===== config.mk =====
export PLATFORM = sky130hd
export DESIGN_NAME = fault_code_store
export DESIGN_NICKNAME = d
export VERILOG_FILES = /design/src/hw/rtl/fcs_pkg.sv /design/src/hw/rtl/fcs_cell.sv /design/src/hw/rtl/fcs_ctrl.sv /design/src/hw/rtl/fault_code_store.sv
export SDC_FILE = /design/constraint.sdc
export NUM_CORES = 2
export LEC_CHECK = 0
export BUFFER_PORTS_ARGS = -buffer_cell sky130_fd_sc_hd__buf_2
export CAP_MARGIN = 0
export CORE_MARGIN = 2
export CORE_UTILIZATION = 39
export CTS_CLUSTER_DIAMETER = 40
export DETAILED_ROUTE_END_ITERATION = 10
export HOLD_SLACK_MARGIN = 0.12
export SYNTH_ARGS = -nofsm -noshare
export SYNTH_HDL_FRONTEND = slang
export SYNTH_SLANG_ARGS = --single-unit

===== constraint.sdc =====
create_clock -name clk_i -period 12.25 [get_ports clk_i]
set_input_delay 1.225 -clock clk_i [delete_from_list [all_inputs] [get_ports clk_i]]
set_output_delay 1.225 -clock clk_i [all_outputs]
set_load 0.05 [all_outputs]

===== src/hw/rtl/fcs_pkg.sv =====
// ----------------------------------------------------------------------------
// fcs_pkg: shared types and constants of the fault code store
// Item layouts, controller states and the control group that the sequencer
// hands to the datapath.
// ----------------------------------------------------------------------------
`timescale 1ns / 1ps

package fcs_pkg;

  localparam logic        OpSet      = 1'b0;
  localparam logic        OpRead     = 1'b1;
  localparam logic [31:0] CodeMask24 = 32'h00FF_FFFF;
  localparam logic [31:0] CodeErased = 32'hFFFF_FFFF;

  typedef struct packed {
    logic        opcode;
    logic [31:0] fault_code;
    logic [7:0]  status_byte;
    logic        snapshot_present;
    logic [63:0] snapshot_data;
    logic [7:0]  slot_select;
  } in_item_t;

  typedef struct packed {
    logic        ok;
    logic [3:0]  slot_used;
    logic [31:0] record_code;
    logic [7:0]  record_status;
    logic [63:0] record_snapshot;
  } out_item_t;

  typedef enum logic [1:0] {
    ST_IDLE,
    ST_SCAN,
    ST_FINISH
  } state_e;

  typedef struct packed {
    logic in_ready;
    logic scan;
    logic finish;
  } fcs_ctrl_t;

endpackage


===== src/hw/rtl/fcs_cell.sv =====
// ----------------------------------------------------------------------------
// fcs_cell: one slot of the record ring
// Holds one fault record; takes its neighbor's record on a shift and a new
// record on a write.
// ----------------------------------------------------------------------------
`timescale 1ns / 1ps

module fcs_cell
  import fcs_pkg::*;
#(
  parameter int unsigned SnapBits = 64
) (
  input  logic                clk_i,
  input  logic                rst_ni,
  input  logic                shift_i,
  input  logic                wr_i,
  input  logic [31:0]         nb_code_i,
  input  logic [7:0]          nb_status_i,
  input  logic [SnapBits-1:0] nb_snap_i,
  input  logic [31:0]         wr_code_i,
  input  logic [7:0]          wr_status_i,
  input  logic [SnapBits-1:0] wr_snap_i,
  output logic [31:0]         code_o,
  output logic [7:0]          status_o,
  output logic [SnapBits-1:0] snap_o
);

  logic [31:0]         code_q, code_d;
  logic [7:0]          status_q, status_d;
  logic [SnapBits-1:0] snap_q, snap_d;

  always_comb begin
    code_d   = code_q;
    status_d = status_q;
    snap_d   = snap_q;
    priority if (wr_i) begin
      code_d   = wr_code_i;
      status_d = wr_status_i;
      snap_d   = wr_snap_i;
    end else if (shift_i) begin
      code_d   = nb_code_i;
      status_d = nb_status_i;
      snap_d   = nb_snap_i;
    end
  end

  // reset to the erased record
  always_ff @(posedge clk_i or negedge rst_ni) begin
    if (!rst_ni) begin
      code_q   <= CodeErased;
      status_q <= '0;
      snap_q   <= '0;
    end else begin
      code_q   <= code_d;
      status_q <= status_d;
      snap_q   <= snap_d;
    end
  end

  assign code_o   = code_q;
  assign status_o = status_q;
  assign snap_o   = snap_q;

endmodule


===== src/hw/rtl/fcs_ctrl.sv =====
// ----------------------------------------------------------------------------
// fcs_ctrl: sequencer of the fault code store
// Runs one full ring rotation per item, none for a read out of range, and holds
// the finish step until the output register is free.
// ----------------------------------------------------------------------------
`timescale 1ns / 1ps

module fcs_ctrl
  import fcs_pkg::*;
#(
  parameter int unsigned SlotCount = 16,
  parameter int unsigned IdxW      = 4
) (
  input  logic            clk_i,
  input  logic            rst_ni,
  input  logic            in_valid_i,
  input  logic            skip_scan_i,
  input  logic            out_free_i,
  output fcs_ctrl_t       ctrl_o,
  output logic [IdxW-1:0] step_o
);

  localparam logic [IdxW-1:0] LastStep = IdxW'(SlotCount - 1);

  state_e          state_q, state_d;
  logic [IdxW-1:0] step_q, step_d;

  // next state
  always_comb begin
    state_d = state_q;
    unique case (state_q)
      ST_IDLE: begin
        if (in_valid_i) begin
          state_d = skip_scan_i ? ST_FINISH : ST_SCAN;
        end
      end
      ST_SCAN: begin
        if (step_q == LastStep) begin
          state_d = ST_FINISH;
        end
      end
      ST_FINISH: begin
        if (out_free_i) begin
          state_d = ST_IDLE;
        end
      end
      default: state_d = ST_IDLE;
    endcase
  end

  // outputs
  always_comb begin
    ctrl_o = '0;
    step_d = step_q;
    unique case (state_q)
      ST_IDLE: begin
        ctrl_o.in_ready = 1'b1;
        step_d          = '0;
      end
      ST_SCAN: begin
        ctrl_o.scan = 1'b1;
        step_d      = IdxW'(step_q + 1'b1);
      end
      ST_FINISH: begin
        ctrl_o.finish = out_free_i;
      end
      default: ;
    endcase
  end

  always_ff @(posedge clk_i or negedge rst_ni) begin
    if (!rst_ni) begin
      state_q <= ST_IDLE;
      step_q  <= '0;
    end else begin
      state_q <= state_d;
      step_q  <= step_d;
    end
  end

  assign step_o = step_q;

endmodule


===== src/hw/rtl/fault_code_store.sv =====
// ----------------------------------------------------------------------------
// fault_code_store: table of fault records with round-robin replacement
// Each result is built after one full rotation of the record ring; a read out of
// range skips the rotation. A new item is taken only once the last one has left
// the sequencer, and it is taken while a result still waits in the output
// register.
// Reset: asynchronous, active low; every slot erased, pointer at slot zero.
// ----------------------------------------------------------------------------
`timescale 1ns / 1ps

module fault_code_store
  import fcs_pkg::*;
#(
  parameter int unsigned SLOT_COUNT    = 16,
  parameter int unsigned SNAPSHOT_BITS = 64
) (
  input  logic      clk_i,
  input  logic      rst_ni,
  input  logic      in_valid_i,
  output logic      in_ready_o,
  input  in_item_t  in_item_i,
  output logic      out_valid_o,
  input  logic      out_ready_i,
  output out_item_t out_item_o
);

  localparam int unsigned IdxW = (SLOT_COUNT > 1) ? $clog2(SLOT_COUNT) : 1;
  localparam logic [IdxW-1:0] LastSlot = IdxW'(SLOT_COUNT - 1);

  // Ring of cells: every scan cycle each cell takes the record of the next one
  // up, so cell zero shows slot <step> and after one full rotation every
  // record is home again.
  logic [31:0]              cell_code   [SLOT_COUNT];
  logic [7:0]               cell_status [SLOT_COUNT];
  logic [SNAPSHOT_BITS-1:0] cell_snap   [SLOT_COUNT];
  logic [SLOT_COUNT-1:0]    cell_wr;

  fcs_ctrl_t       ctrl;
  logic [IdxW-1:0] step;
  logic            in_fire;
  logic            out_free;
  logic            rd_oor;

  // latched request
  in_item_t         req_q;
  logic             oor_q;
  // scan results
  logic             match_hit_q, match_hit_d;
  logic [IdxW-1:0]  match_idx_q, match_idx_d;
  logic             erased_hit_q, erased_hit_d;
  logic [IdxW-1:0]  erased_idx_q, erased_idx_d;
  logic [31:0]      cap_code_q;
  logic [7:0]       cap_status_q;
  logic [SNAPSHOT_BITS-1:0] cap_snap_q;
  // replacement pointer
  logic [IdxW-1:0]  ptr_q, ptr_d;
  // write side
  logic [IdxW-1:0]  wr_slot;
  logic             do_write;
  logic [SNAPSHOT_BITS-1:0] wr_snap;
  // output register
  logic             out_valid_q, out_valid_d;
  out_item_t        out_q, out_d;

  logic head_match;
  logic head_erased;
  logic [IdxW-1:0] sel_idx;

  assign in_fire  = in_valid_i && ctrl.in_ready;
  assign out_free = !out_valid_q || out_ready_i;
  assign rd_oor   = (in_item_i.opcode == OpRead) &&
                    ({1'b0, in_item_i.slot_select} >= 9'(SLOT_COUNT));
  assign sel_idx  = req_q.slot_select[IdxW-1:0];

  fcs_ctrl #(
    .SlotCount (SLOT_COUNT),
    .IdxW      (IdxW)
  ) u_ctrl (
    .clk_i       (clk_i),
    .rst_ni      (rst_ni),
    .in_valid_i  (in_valid_i),
    .skip_scan_i (rd_oor),
    .out_free_i  (out_free),
    .ctrl_o      (ctrl),
    .step_o      (step)
  );

  assign wr_snap = req_q.snapshot_present ? req_q.snapshot_data[SNAPSHOT_BITS-1:0] : '0;

  for (genvar i = 0; i < SLOT_COUNT; i++) begin : g_cell
    localparam int unsigned Nb = (i + 1) % SLOT_COUNT;

    assign cell_wr[i] = do_write && (wr_slot == IdxW'(i));

    fcs_cell #(
      .SnapBits (SNAPSHOT_BITS)
    ) u_cell (
      .clk_i       (clk_i),
      .rst_ni      (rst_ni),
      .shift_i     (ctrl.scan),
      .wr_i        (cell_wr[i]),
      .nb_code_i   (cell_code[Nb]),
      .nb_status_i (cell_status[Nb]),
      .nb_snap_i   (cell_snap[Nb]),
      .wr_code_i   (req_q.fault_code),
      .wr_status_i (req_q.status_byte),
      .wr_snap_i   (wr_snap),
      .code_o      (cell_code[i]),
      .status_o    (cell_status[i]),
      .snap_o      (cell_snap[i])
    );
  end

  // Compare the head cell against the request; slots arrive in ascending
  // order, so the first hit is the lowest one.
  assign head_match  = (cell_code[0] & CodeMask24) == (req_q.fault_code & CodeMask24);
  assign head_erased = (cell_code[0] & CodeMask24) == CodeMask24;

  always_comb begin
    match_hit_d  = match_hit_q;
    match_idx_d  = match_idx_q;
    erased_hit_d = erased_hit_q;
    erased_idx_d = erased_idx_q;
    if (in_fire) begin
      match_hit_d  = 1'b0;
      erased_hit_d = 1'b0;
    end else if (ctrl.scan) begin
      if (!match_hit_q && head_match) begin
        match_hit_d = 1'b1;
        match_idx_d = step;
      end
      if (!erased_hit_q && head_erased) begin
        erased_hit_d = 1'b1;
        erased_idx_d = step;
      end
    end
  end

  // Pick the slot: matching code first, then an erased slot, then the pointer.
  always_comb begin
    priority if (match_hit_q) begin
      wr_slot = match_idx_q;
    end else if (erased_hit_q) begin
      wr_slot = erased_idx_q;
    end else begin
      wr_slot = ptr_q;
    end
  end

  assign do_write = ctrl.finish && (req_q.opcode == OpSet);

  // advance and wrap the pointer only when it was used
  always_comb begin
    ptr_d = ptr_q;
    if (do_write && !match_hit_q && !erased_hit_q) begin
      ptr_d = (ptr_q == LastSlot) ? '0 : IdxW'(ptr_q + 1'b1);
    end
  end

  // Build the result item.
  always_comb begin
    out_d       = out_q;
    out_valid_d = out_valid_q;
    if (out_ready_i) begin
      out_valid_d = 1'b0;
    end
    if (ctrl.finish) begin
      out_valid_d = 1'b1;
      out_d       = '0;
      if (req_q.opcode == OpSet) begin
        out_d.ok        = 1'b1;
        out_d.slot_used = 4'(wr_slot);
      end else if (!oor_q) begin
        out_d.ok              = (cap_code_q != CodeErased) && (cap_code_q != '0);
        out_d.slot_used       = 4'(sel_idx);
        out_d.record_code     = cap_code_q;
        out_d.record_status   = cap_status_q;
        out_d.record_snapshot = 64'(cap_snap_q);
      end
    end
  end

  // payload registers: hold request, capture the selected slot during the scan
  always_ff @(posedge clk_i) begin
    if (in_fire) begin
      req_q <= in_item_i;
      oor_q <= rd_oor;
    end
    if (ctrl.scan && (step == sel_idx)) begin
      cap_code_q   <= cell_code[0];
      cap_status_q <= cell_status[0];
      cap_snap_q   <= cell_snap[0];
    end
    match_idx_q  <= match_idx_d;
    erased_idx_q <= erased_idx_d;
    out_q        <= out_d;
  end

  always_ff @(posedge clk_i or negedge rst_ni) begin
    if (!rst_ni) begin
      match_hit_q  <= 1'b0;
      erased_hit_q <= 1'b0;
      ptr_q        <= '0;
      out_valid_q  <= 1'b0;
    end else begin
      match_hit_q  <= match_hit_d;
      erased_hit_q <= erased_hit_d;
      ptr_q        <= ptr_d;
      out_valid_q  <= out_valid_d;
    end
  end

  assign in_ready_o  = ctrl.in_ready;
  assign out_valid_o = out_valid_q;
  assign out_item_o  = out_q;

endmodule


# Word level (Yosys, flattened, before mapping)
# Cells that the tools add are included.
[op_classes] n_shift=0 n_mul=0 n_mux=119 add_sub_neg=2 n_div=0 order_cmp=1 n_reduce_logical=59 bitwise_logic=2 eq_ne=26
[op_table] op="64-bit two-way mux" n=33
[op_table] op="32-bit two-way mux" n=32
[op_table] op="8-bit two-way mux" n=32
[op_table] op="109-bit two-way mux" n=1
[op_table] op="2-bit nonzero test" n=21
[op_table] op="4-bit equality test (second input constant)" n=10
[op_table] op="32-bit inequality test (second input constant)" n=1
[op_table] op="32-bit nonzero test" n=1
[op_table] op="1-bit logical AND" n=25
[op_table] op="24-bit equality test" n=1
[op_table] op="24-bit equality test (second input constant)" n=1
[op_table] op="4-bit by 3-bit equality test with 1-bit output (second input constant)" n=4
[op_table] op="4-bit two-way mux" n=4
[op_table] op="1-bit two-way mux" n=11
[op_table] op="3-bit AND reduction" n=3
[op_table] op="4-bit by 1-bit adder with 4-bit output (second input constant)" n=2
[op_table] op="4-bit by 2-bit equality test with 1-bit output (second input constant)" n=2
[op_table] op="8-bit by 5-bit >= comparator with 1-bit output (second input constant)" n=1
[op_table] op="2-bit two-way mux" n=4
[op_table] op="4-bit case mux with 2 select lines" n=1
[op_table] op="2-bit case mux with 3 select lines" n=1
[op_table] op="4-bit by 1-bit equality test with 1-bit output (second input constant)" n=1
[op_table] op="4-bit equality test" n=1
[op_table] op="4-bit logical NOT" n=1
[op_table] op="10 further kinds" n=15
[totals] mem_bits_ro=0 memories=0 ff_bits=2009 latch_bits=0 out_inout_bits=111 ramBits=0 input_bits=118 wordCells=280

# Longest topological paths before layout
[logic_depth] word_depth=6 ltp_mapped=9 ltp_nobuf=5

# Modules after synthesis
# Synthesis repeated with hierarchy kept, for this count alone.
[hier_totals] hier_cells=7910 hier_area_um2=90020.1
[by_module_without_submodules] module="fcs_cell" area_per_inst_um2=4842.1 seq_area_each_um2=2642.5 instances=16 cells_per_inst=451
[by_module_without_submodules] module="fault_code_store" area_per_inst_um2=12211.7 seq_area_each_um2=10144.7 instances=1 cells_per_inst=665
[by_module_without_submodules] module="fcs_ctrl" area_per_inst_um2=334.1 seq_area_each_um2=150.1 instances=1 cells_per_inst=29

# Worst setup path before layout
# Ideal clock, no wire load.
[synth_timing] path_kind="reg2reg" start="reg u_ctrl.state_q[1]" end="reg cap_code_q[0] (enable)" setup_ns=0.695 period_less_slack_ns=9.185 t_required_ns=11.555 n_path_buf=5 setup_slack_ns=3.065 arrival_time_ns=8.490 stages_incl_launch_ff=8 path_cell_list="dfrtp_1 -> buf_2 -> nand2b_1 -> buf_2 -> buf_4 -> buf_2 -> clkbuf_1 -> nor3_1"
[synth_between] elab_chain_len=3
[synth_lines] item="from (decl)" line_no="fcs_ctrl.sv:25" source="state_e state_q, state_d;"
[synth_lines] item="from (signal assigned)" line_no="fcs_ctrl.sv:76" source="state_q <= state_d;"
[synth_lines] item="2-bit by 1-bit equality test with 1-bit output" line_no="fcs_ctrl.sv:55" source="unique case (state_q)"
[synth_lines] item="1-bit two-way mux" line_no="fcs_ctrl.sv:55"
[synth_lines] item="1-bit logical AND" line_no="fault_code_store.sv:189" source="if (ctrl.scan && (step == sel_idx)) begin"
[synth_lines] item="to (signal assigned)" line_no="fault_code_store.sv:190" source="cap_code_q <= cell_code[0];"
[synth_lines] item="to (decl)" line_no="fault_code_store.sv:52" source="logic [31:0] cap_code_q;"
# No other way between the ends.
# A chain may end at the register's enable or synchronous reset.

# Worst setup path after layout
[layout_timing] start="reg u_ctrl.state_q[1]" end="reg g_cell[12].u_cell.code_q[31]"
[layout_between] elab_chain_len=5 word_cells_on_any_way=8 cone_classes="2 x eq/ne; 3 x mux; 3 x reduce/logical"
[layout_lines] item="2-bit equality test" line_no="fcs_ctrl.sv:55"
[layout_lines] item="1-bit two-way mux" line_no="fcs_ctrl.sv:55"
[layout_lines] item="1-bit logical AND" line_no="fault_code_store.sv:150" source="assign do_write = ctrl.finish && (req_q.opcode == OpSet);"
[layout_lines] item="1-bit logical AND" line_no="fault_code_store.sv:93" source="assign cell_wr[i] = do_write && (wr_slot == IdxW'(i));"
[layout_lines] item="32-bit two-way mux / 2-bit nonzero test (equally long branches)"
[layout_lines] item="to (signal assigned)" line_no="fcs_cell.sv:50" source="code_q <= CodeErased;"
[layout_lines] item="to (signal assigned)" line_no="fcs_cell.sv:54" source="code_q <= code_d;"
[layout_lines] item="to (decl)" line_no="fcs_cell.sv:28" source="logic [31:0] code_q, code_d;"
# Parallel ways exist; a longest one is shown, timed or not.

==> flow_summary.json <==
{
  "min_path_type": "in -> async",
  "p_int_mw": 18.21,
  "synth_top_area_cell": "dfrtp_1",
  "dieArea_sq_um": 240300,
  "p_clk_share_pct": 36.2,
  "synth_seq_cells": 2009,
  "vias": 55778,
  "grt_max_degree": 192,
  "grt_pass1_vias": 58095,
  "nets": 7738,
  "cp_max_fo": 39,
  "num_rows": 178,
  "path_class": "reg -> reg",
  "wl_per_cell_microns": 20.44,
  "syn_avg_cell_area_sq_um": 12.28,
  "grtUsageTotal_pct": 18.57,
  "hold_violations": 0,
  "synth_seq_area_share_pct": 57.03,
  "finalClockSkew_ns": 0.08979,
  "p_comb_share_pct": 23.7,
  "async_reset_ff_share_pct": 83.47,
  "cts_buffers": 340,
  "antenna_found_initial": 11,
  "worst-slew-pin-transition_ns": 1.244,
  "synth_edf_count": 332,
  "status": "completed",
  "p_switching_mw": 8.249,
  "setup_slack_ns": 7.086,
  "synth_area_leaders": "dfrtp_1, mux2i_1, dfstp_2, edfxtp_1, nand2_1",
  "r2r-start": "u_ctrl.state_q[1]$_DFFE_PN0P_",
  "dp_hpwl_mm": 123.4,
  "clock-root-buffer": "clkbuf_16",
  "drv_cap": 0,
  "critPathLaunch": "u_ctrl.state_q[1]$_DFFE_PN0P_",
  "clk_pin_slew_ns": 0.05,
  "drive_gt1_share_pct": 26.29,
  "yosysTopAreaCellShare_pct": 31.62,
  "cts_resized": 0,
  "clock-sinks": 2009,
  "via_per_inst": 5.055,
  "relSlewSlack_pct": 17.07,
  "rsz0062_at_grt": "false",
  "ir_drop_mv": 0.2019,
  "grt_overflow": 0,
  "routed_wl_mm": 225.5,
  "final_cell_mix": "mux2i_1, nand2_1, dfrtp_1, mux2_2, dfstp_2",
  "start_kind": "register",
  "post_cts_buffers": 0,
  "end_kind": "register",
  "htree_num_levels": 5,
  "ios": 229,
  "grt_pass1_wl_mm": 352.1,
  "cts_hold_buf": 0,
  "syn_nets": 7626,
  "areaGrowthSynthToFinish_pct": 16.34,
  "p_leak_nw": 46.44,
  "ant_nets": 0,
  "worstPathRequired_ns": 13.09,
  "synthCells": 7506,
  "power_frac_seq_pct": 40.0,
  "die_h_microns": 490.2,
  "yosys_warnings": 0,
  "drt_pass1_iterations": 5,
  "portBuffers": 228,
  "fmax_mhz": 193.6,
  "core_area_sq_um": 235200,
  "finalSetupViolCount": 0,
  "finalMaxSlewViolations": 0,
  "arrival_ns": 6.00,
  "cts_tree": "built",
  "worstSkewPairLatency_ns": 0.95,
  "powerDensity_nw_per_um2": 246.7,
  "gp_congestion": 0.7547,
  "finalCritPeriodShare_pct": 42.16,
  "final_common_cell": "mux2i_1",
  "timing.setup.tns_ns": 0,
  "synth_area_sq_um": 92190,
  "utilization_pct": 45.60,
  "swShare_pct": 31.18,
  "min_period_ns": 5.164,
  "clockBufferDepth": 4,
  "dr.first_iter.drc_count": 3986,
  "drc": 0,
  "pre_cts_ws_ns": 6.314,
  "synth_flop_cell": "dfrtp_1",
  "die_w_microns": 490.2,
  "initial_core_util_pct": 39.20,
  "ys_types": 43
}
==> cell usage after synthesis (3+ instances only) <==
master,count
mux2i_1,2048
nand2_1,1997
dfrtp_1,1165
mux2_2,628
dfstp_2,512
clkbuf_1,340
edfxtp_1,332
buf_2,111
and2_1,104
buf_4,88
nand4_1,19
buf_6,17
mux2_1,17
xnor2_1,16
nor2_1,14
nor4_1,14
xor2_1,13
o21ai_0,12
buf_1,9
nand2b_1,8
nand3_1,4
nor2b_1,4
a21o_1,3
mux2i_4,3
nor3_1,3
==> sequential cells by signal (all words and copies together) (netlist names), 2 cells and up <==
register / count
req_q: 110
g_cell.u_cell.status_o: 128
u_ctrl.step_o: 4
g_cell.u_cell.snap_o: 1024
match_idx_q: 4
cap_status_q: 8
ptr_q: 4
out_item_o: 109
cap_code_q: 32
erased_idx_q: 4
cap_snap_q: 64
u_ctrl.state_q: 2
g_cell.u_cell.code_o: 512
==> critical path: stages, from the launching register on <==
cell and delay, ns:
dfrtp_1 0.56, nand2b_1 0.22, nor3_2 0.41, nor3b_1 0.91, and3_4 1.00, buf_4 0.78, buf_4 0.76, mux2_2 0.41
==> cell type report <==
cell class / instances / area, sq um
clock inverters: 196 / 2287
repair buffers: 335 / 2122
diodes: 3 / 7.507
clock buffers: 409 / 9263
multi-input cells: 4931 / 37050
inverters: 1 / 8.758
well taps: 3150 / 3941
fillers: 21236 / 127900
flip-flops and latches: 2009 / 52580
==> power by group through the flow <==
stage	registers (mW)	logic, mW	clock network [mW]
3_5_place_dp	10.7	6.31	0
4_1_cts	10.6	6.34	9.79
3_3_place_gp	10.6	6.11	0
5_1_grt	10.8	6.96	10.1
6_report	10.6	6.28	9.58
2_1_floorplan	10.3	5.05	0
==> metrics by stage <==
step	power [mW]	instance area (sq um)	hold slack (ns)	cells
floorplan	15.33	92190	0.4457	7506
global route	27.91	107200	0.3988	11032
finish	26.46	107300	0.4364	11034
detailed placement	17.00	95700	0.4668	10426
CTS	26.73	107200	0.3815	11031
global placement	16.74	95700	0.4643	10426
==> worst paths after layout <==
kind                                                       endpoint  slack (ns)  cells past startpoint
max in group asynchronous   g_cell[2].u_cell.snap_o[38]$_DFFE_PN0P_        9.43                      3
setup / recovery           g_cell[12].u_cell.code_o[31]$_DFFE_PN1P_        7.09                      7
setup reg to reg           g_cell[12].u_cell.code_o[31]$_DFFE_PN1P_        7.09                      7
hold / removal               g_cell[6].u_cell.snap_o[6]$_DFFE_PN0P_        0.44                      1
hold reg to reg                           cap_status_q[5]$_DFFE_PP_        0.46                      0
min in group clk_i                        cap_status_q[5]$_DFFE_PP_        0.46                      0
==> cell families (layout without fill, tap and decap cells) <==
kind of cell	count (synthesis)	in the layout	synth area share [%]
AO/OA/AOI/OAI	22	22	0.1452
buffers and inverters	566	941	2.952
XOR/XNOR	29	29	0.2755
adder cells (fa/ha/maj)	2	2	0.02714
flip-flops	2009	2009	57.03
other	0	3	0
multiplexers	2698	2698	30.22
AND/OR/NAND/NOR	2180	2180	9.352
==> layer usage <==
| layer | vias up | share of wire, % | track usage, % |
|---|---|---|---|
| li1 | 25992 | - | - |
| met1 | 28439 | 48 | 26.45 |
| met2 | 961 | 45 | 28.91 |
| met3 | 386 | 3.6 | 2.886 |
| met4 | 0 | 2.8 | 6.076 |
| met5 | - | 0 | 0 |
No activity file was read; power rests on OpenSTA's default activity.
